**config.mk**
```make
export PLATFORM = sky130hd
export DESIGN_NAME = dhte_rem_unit
export DESIGN_NICKNAME = d
export VERILOG_FILES = /design/src/rtl/dhte_rem_unit.sv
export SDC_FILE = /design/constraint.sdc
export NUM_CORES = 1
export LEC_CHECK = 0
export BUFFER_PORTS_ARGS = -buffer_cell sky130_fd_sc_hd__buf_2
export CORE_MARGIN = 5
export CORE_UTILIZATION = 40
export DETAILED_ROUTE_END_ITERATION = 6
export HOLD_SLACK_MARGIN = 0.1
export PLACE_DENSITY_LB_ADDON = 0.3
export REMOVE_ABC_BUFFERS = 1
export SKIP_CTS_REPAIR_TIMING = 1
export SLEW_MARGIN = 25
export SYNTH_ARGS = -nofsm -noshare
export SYNTH_HDL_FRONTEND = slang
export SYNTH_SLANG_ARGS = --single-unit
```
**constraint.sdc**
```tcl
create_clock -name clk -period 2.35 [get_ports clk]
set_input_delay 0.705 -clock clk [delete_from_list [all_inputs] [get_ports clk]]
set_output_delay 0.705 -clock clk [all_outputs]
set_load 0.01 [all_outputs]
```
**src/rtl/dhte_rem_unit.sv**
```systemverilog
// iterative restoring remainder unit, one dividend bit per cycle
// no dependencies; used by the top level for key mod size and key mod prime
module dhte_rem_unit #(
  parameter int KW = 32,   // dividend width
  parameter int DW = 11    // divisor and remainder width
) (
  input  logic          clk,
  input  logic          rst_n,
  input  logic          start,
  input  logic [KW-1:0] dividend,
  input  logic [DW-1:0] divisor,
  output logic          done,
  output logic [DW-1:0] rem
);

  localparam int CW = $clog2(KW + 1);

  logic          busy_r;
  logic          done_r;
  logic [CW-1:0] cnt_r;
  logic [KW-1:0] dvd_r;
  logic [DW-1:0] div_r;
  logic [DW-1:0] rem_r;
  logic [DW:0]   trial;
  logic [DW-1:0] rem_nxt;

  // shift in the next dividend bit, subtract when it fits
  always_comb begin
    trial = {rem_r, dvd_r[KW-1]};
    if (trial >= {1'b0, div_r}) begin
      rem_nxt = DW'(trial - {1'b0, div_r});
    end else begin
      rem_nxt = DW'(trial);
    end
  end

  always_ff @(posedge clk) begin
    if (!rst_n) begin
      busy_r <= 1'b0;
      done_r <= 1'b0;
      cnt_r  <= '0;
    end else begin
      // pulse once the last dividend bit has been shifted in
      done_r <= busy_r && !start && (cnt_r == CW'(1));
      if (start) begin
        busy_r <= 1'b1;
        cnt_r  <= CW'(KW);
        dvd_r  <= dividend;
        div_r  <= divisor;
        rem_r  <= '0;
      end else if (busy_r) begin
        rem_r <= rem_nxt;
        dvd_r <= {dvd_r[KW-2:0], 1'b0};
        cnt_r <= cnt_r - CW'(1);
        if (cnt_r == CW'(1)) begin
          busy_r <= 1'b0;
        end
      end
    end
  end

  assign done = done_r;
  assign rem  = rem_r;

endmodule

```
# [Yosys cells after proc, flatten, opt, wreduce, memory -nomap -nowiden]
# Index checks and enable logic that the tools add are counted.
[word_totals] regBits=62
[op_classes] bitwise_logic=1 order_cmp=1 mux=9 eq_ne=1 addsub=2 reduce_logical=7
[op_table] cell="32-bit two-way mux" n=2
[op_table] cell="11-bit two-way mux" n=2
[op_table] cell="12-bit by 11-bit >= comparator with 1-bit output" n=1
[op_table] cell="6-bit two-way mux" n=2
[op_table] cell="11-bit subtractor" n=1
[op_table] cell="6-bit by 1-bit == test with 1-bit output (second input constant)" n=1
[op_table] cell="6-bit by 1-bit subtractor with 6-bit output (second input constant)" n=1
[op_table] cell="2-bit AND reduction" n=2
[op_table] cell="1-bit two-way mux" n=3
[op_table] cell="1-bit logical AND" n=2
[op_table] cell="2-bit nonzero test" n=1
[op_table] cell="2-bit OR reduction" n=1
[op_table] cell="1-bit logical NOT" n=1
[op_table] cell="1-bit inverter" n=1

# [Logic depth before layout (Yosys ltp)]
[depth] word_depth=4 depth_mapped=10 depth_no_buf=9

# [Least setup slack after synthesis]
# OpenSTA, ideal clock, no wires.
[synth_timing] path_type="input to register" from="in start" to="reg dvd_r[0], enable pin" n_path_buf=1 setup_slack_ns=-0.113 stages=2 t_required_ns=1.946 t_arrival_ns=2.059 path_cell_list="clkbuf_1 -> o21a_1"
[synth_via] elab_chain_cells=2
[synth_lines] item="start, declared" line_no="9" source="input logic start,"
[synth_lines] item="2-bit nonzero test (no source line)"
[synth_lines] item="2-bit AND reduction (no source line)"
[synth_lines] item="end signal, assigned" line_no="48" source="dvd_r <= dividend;"
[synth_lines] item="end signal, assigned" line_no="53" source="dvd_r <= {dvd_r[KW-2:0], 1'b0};"
[synth_lines] item="end, declared" line_no="21" source="logic [KW-1:0] dvd_r;"
# No other way between the ends.
# A chain may end at the register's enable or synchronous reset.

# [Worst setup path in the final report]
[layout_timing] from="reg rem_r[0], in the netlist rem[0]" to="reg rem_r[9], in the netlist rem[9] (data pin)"
[layout_via] elab_chain_cells=3
[layout_lines] item="start, declared" line_no="23" source="logic [DW-1:0] rem_r;"
[layout_lines] item="start signal, assigned" line_no="52" source="rem_r <= rem_nxt;"
[layout_lines] item="11-bit subtractor or 12-bit by 11-bit >= comparator with 1-bit output (tied branches)" line_no="31, 30"
[layout_lines] item="11-bit two-way mux *" line_no="30" source="if (trial >= {1'b0, div_r}) begin"
[layout_lines] item="11-bit two-way mux *" line_no="51" source="end else if (busy_r) begin"
# Mark *: on every way between the ends. The rest lies on a longest branch, timed or not. The select of a mux whose other input is x is not followed.

==> results.yml <==
timing:
  slew_viol_final: 0
  finalCriticalPeriod_ns: 2.31
  setup-violations-final: 0
  tightestPinTransition_ns: 0.388
  grt_setup_unrepaired: "yes"
  setup_total_negative_slack_ns: 0
  finalWorstSetupSlack_ns: 0.0442
  final.period_utilization_pct: 98.1
  max_freq_mhz: 434
  timing_hold_violations_final: 0
  max_slew_margin_pct: 74.2
  fin_skew_ns: 0.0112
final_layout:
  sequential_cell_area_um2: 1780
  num_antenna_cells: 0
  drive_above_1_share_pct: 43.5
  final-instance-count-excl-fill: 430
  multi_input_area_um2: 1230
  final_design_area_no_fill_um2: 3830
  fin_nets: 387
  synthToLayoutAreaGrowth_pct: 25.2
  layout.filler_cells: 663
route:
  final_routed_wirelength_across_all_metal_layers_um: 6260
  via_count: 2204
  residual_drc: 0
  vias_per_cell: 5.13
  ant_nets: 0
  firstDrtPassIters: 4
  initial_drc_count: 62
  wire_per_inst_um: 14.6
worst_setup_path:
  timing.critical_path.arrival_ns: 2.47
  timing_worst_setup_path_type: "reg -> reg"
  crit_fanout: 4
  critPathRequiredTime_ns: 2.51
  crit_path_start: "rem[0]"
  worst_setup_path_endpoint: "rem[9]"
  worstReg2RegStart: "rem[0]"
  worstRegToRegCells: 7
  startpoint_type: "register"
  worst_r2r_endpoint: "rem[9]"
  timing.reg2reg.setup_slack_ns: 0.04
  setup.worst_path.end_class: "register"
die:
  row_count: 31
  floorplan.initialDensity_pct: 41.7
  pin_count: 58
  fp.dieArea_um2: 9500
  die_width_um: 97.5
  placeable_core_region_um2: 7330
  die_height_um: 97.5
clock_tree:
  clock_pin_transition_on_the_worst_setup_and_hold_timing_paths_ns: 0.07
  clock_tree_from_tritoncts: "yes"
  clk_root_buffer_cell: "clkbuf_8"
  insertion_delay_ns: 0.34
  cts-htree-levels: 3
  cts_inserted_buffers: 9
  clk_path_buf_depth: 2
  cts_num_sinks: 62
global_route:
  wire_length_of_the_first_global_routing_pass_um: 10200
  grt_start_max_net_pins: 31
  grt.overflow.total: 0
  grt_pass1_vias: 2180
  antenna_found_initial: 0
  gr_usage_total_pct: 13.4
logic_synthesis:
  syn-instance-count: 241
  yosysUniqueCellTypes: 43
  postSynthRegisterBits: 62
  synth-warning-count: 0
  synthFlopType: "edfxtp_1"
  synth_async_sr_flop_share_pct: 0
  netlist_area_um2: 3060
  synth_enable_flop_cells: 54
  syn-mean-instance-area_um2: 12.7
  sequential_to_total_area_share_from_yosys_stat_pct: 58.2
worst_hold_path:
  min_from: "cnt_r[0]"
  hold_path.class: "reg -> reg"
pwr:
  worst_vdd_drop_mv: 0.350
  power.density_nw_per_um2: 704
  cell_leakage_power_nw: 1.55
placed_design:
  place.port_buffers: 57
  post-place-cells: 410
  routabilityCongestion: 0.893
  detailed_place.area_um2: 3580
  dp_slack_ns: -0.0185
  post-dp-hpwl_um: 4510
status:
  outcome: "finished clean"
flow_run:
  timing.max_cap.violations: 0
## worst max-delay path, stage by stage, from the launching register on
cell and delay (ns):
edfxtp_1 0.42, ha_1 0.30, nor2b_1 0.16, o31a_1 0.28
or4_1 0.43, a21oi_2 0.19, a21oi_1 0.09, a311oi_1 0.25
## where the power goes
group | total (mW) | leakage (nW) | switching (mW) | internal, mW
logic | 0.579 | 0.889 | 0.292 | 0.288
clock network | 0.783 | 0.0817 | 0.414 | 0.369
registers | 1.33 | 0.581 | 0.0361 | 1.30
## metrics by stage
step	util [%]	hold WS [ns]	total power [mW]
2_1_floorplan	-	0.454	1.69
3_3_place_gp	48.9	0.466	1.89
3_5_place_dp	48.9	0.478	1.90
4_1_cts	51.0	0.489	2.69
5_1_grt	52.3	0.523	2.84
6_report	52.3	0.485	2.70
## Yosys cell counts (all sizes together), types with 3 or more instances
cell type	count	area share [%]
edfxtp	54	53
mux2	31	11
inv	19	2.3
a21oi	15	2.8
nor2	15	1.8
ha	13	5.3
nand2	13	1.6
dfxtp	8	5.2
nor3	8	1.3
o21a	7	1.7
o21ai	7	1.1
a211oi	4	0.98
buf	4	0.74
nand3	4	0.65
or3	4	0.82
nand4	3	0.61
xor2	3	0.86
## final cells by class
cell class	instances	area share, %
sequential	62	46.5
clock inverter	5	0.718
timing repair buffer	81	12.1
clock buffer	10	3.33
inverter	19	1.86
multi-input combinational	154	32.2
tap	99	3.23
## layout by cell type, fill, tap and decap left out, drive strengths merged, types with 2 or more instances in the layout
master   n
inv     19
xnor2    2
nand2b   2
a21oi   15
dfxtp    8
nand2   13
nor3     8
nor2    15
buf     81
nand4    3
o21ai    7
o31a     2
or3      4
clkinv   4
a21o     2
xor2     3
ha      13
mux2    31
o21a     7
edfxtp  54
and2     2
a211oi   4
nand3    4
clkbuf  10
## registers in the layout, indices dropped and copies added (netlist names)
register  count
rem          11
done          1
dvd_r        32
div_r        11
cnt_r         6
busy_r        1
## logic make-up after synthesis
kind of cell / share of synthesized area (%)
DFF: 58.2
and+or+nand+nor: 9.82
xor gates and xnor gates: 1.43
adders and majority gates: 5.97
AOI/OAI and AO/OA: 9.82
buffers and inverters: 3.31
muxes: 11.4
## how the worst min path moves through the flow
stage / end / cells after the start
2_1_floorplan: cnt_r[0] / 2
3_3_place_gp: cnt_r[0] / 2
3_5_place_dp: cnt_r[0] / 2
4_1_cts: cnt_r[0] / 2
5_1_grt: div_r[1] / 1
6_report: cnt_r[0] / 2
## per-layer routing
metal	wire length, um	share of wire (%)	vias up	track usage, %
met5	0	0	-	0
met4	66	1.1	0	4.79
met3	470	7.5	8	6.25
met2	2970	47	57	20.3
met1	2760	44	1072	16.8
li1	-	-	1067	-
Note: power is estimated with default switching activity, not from simulation.
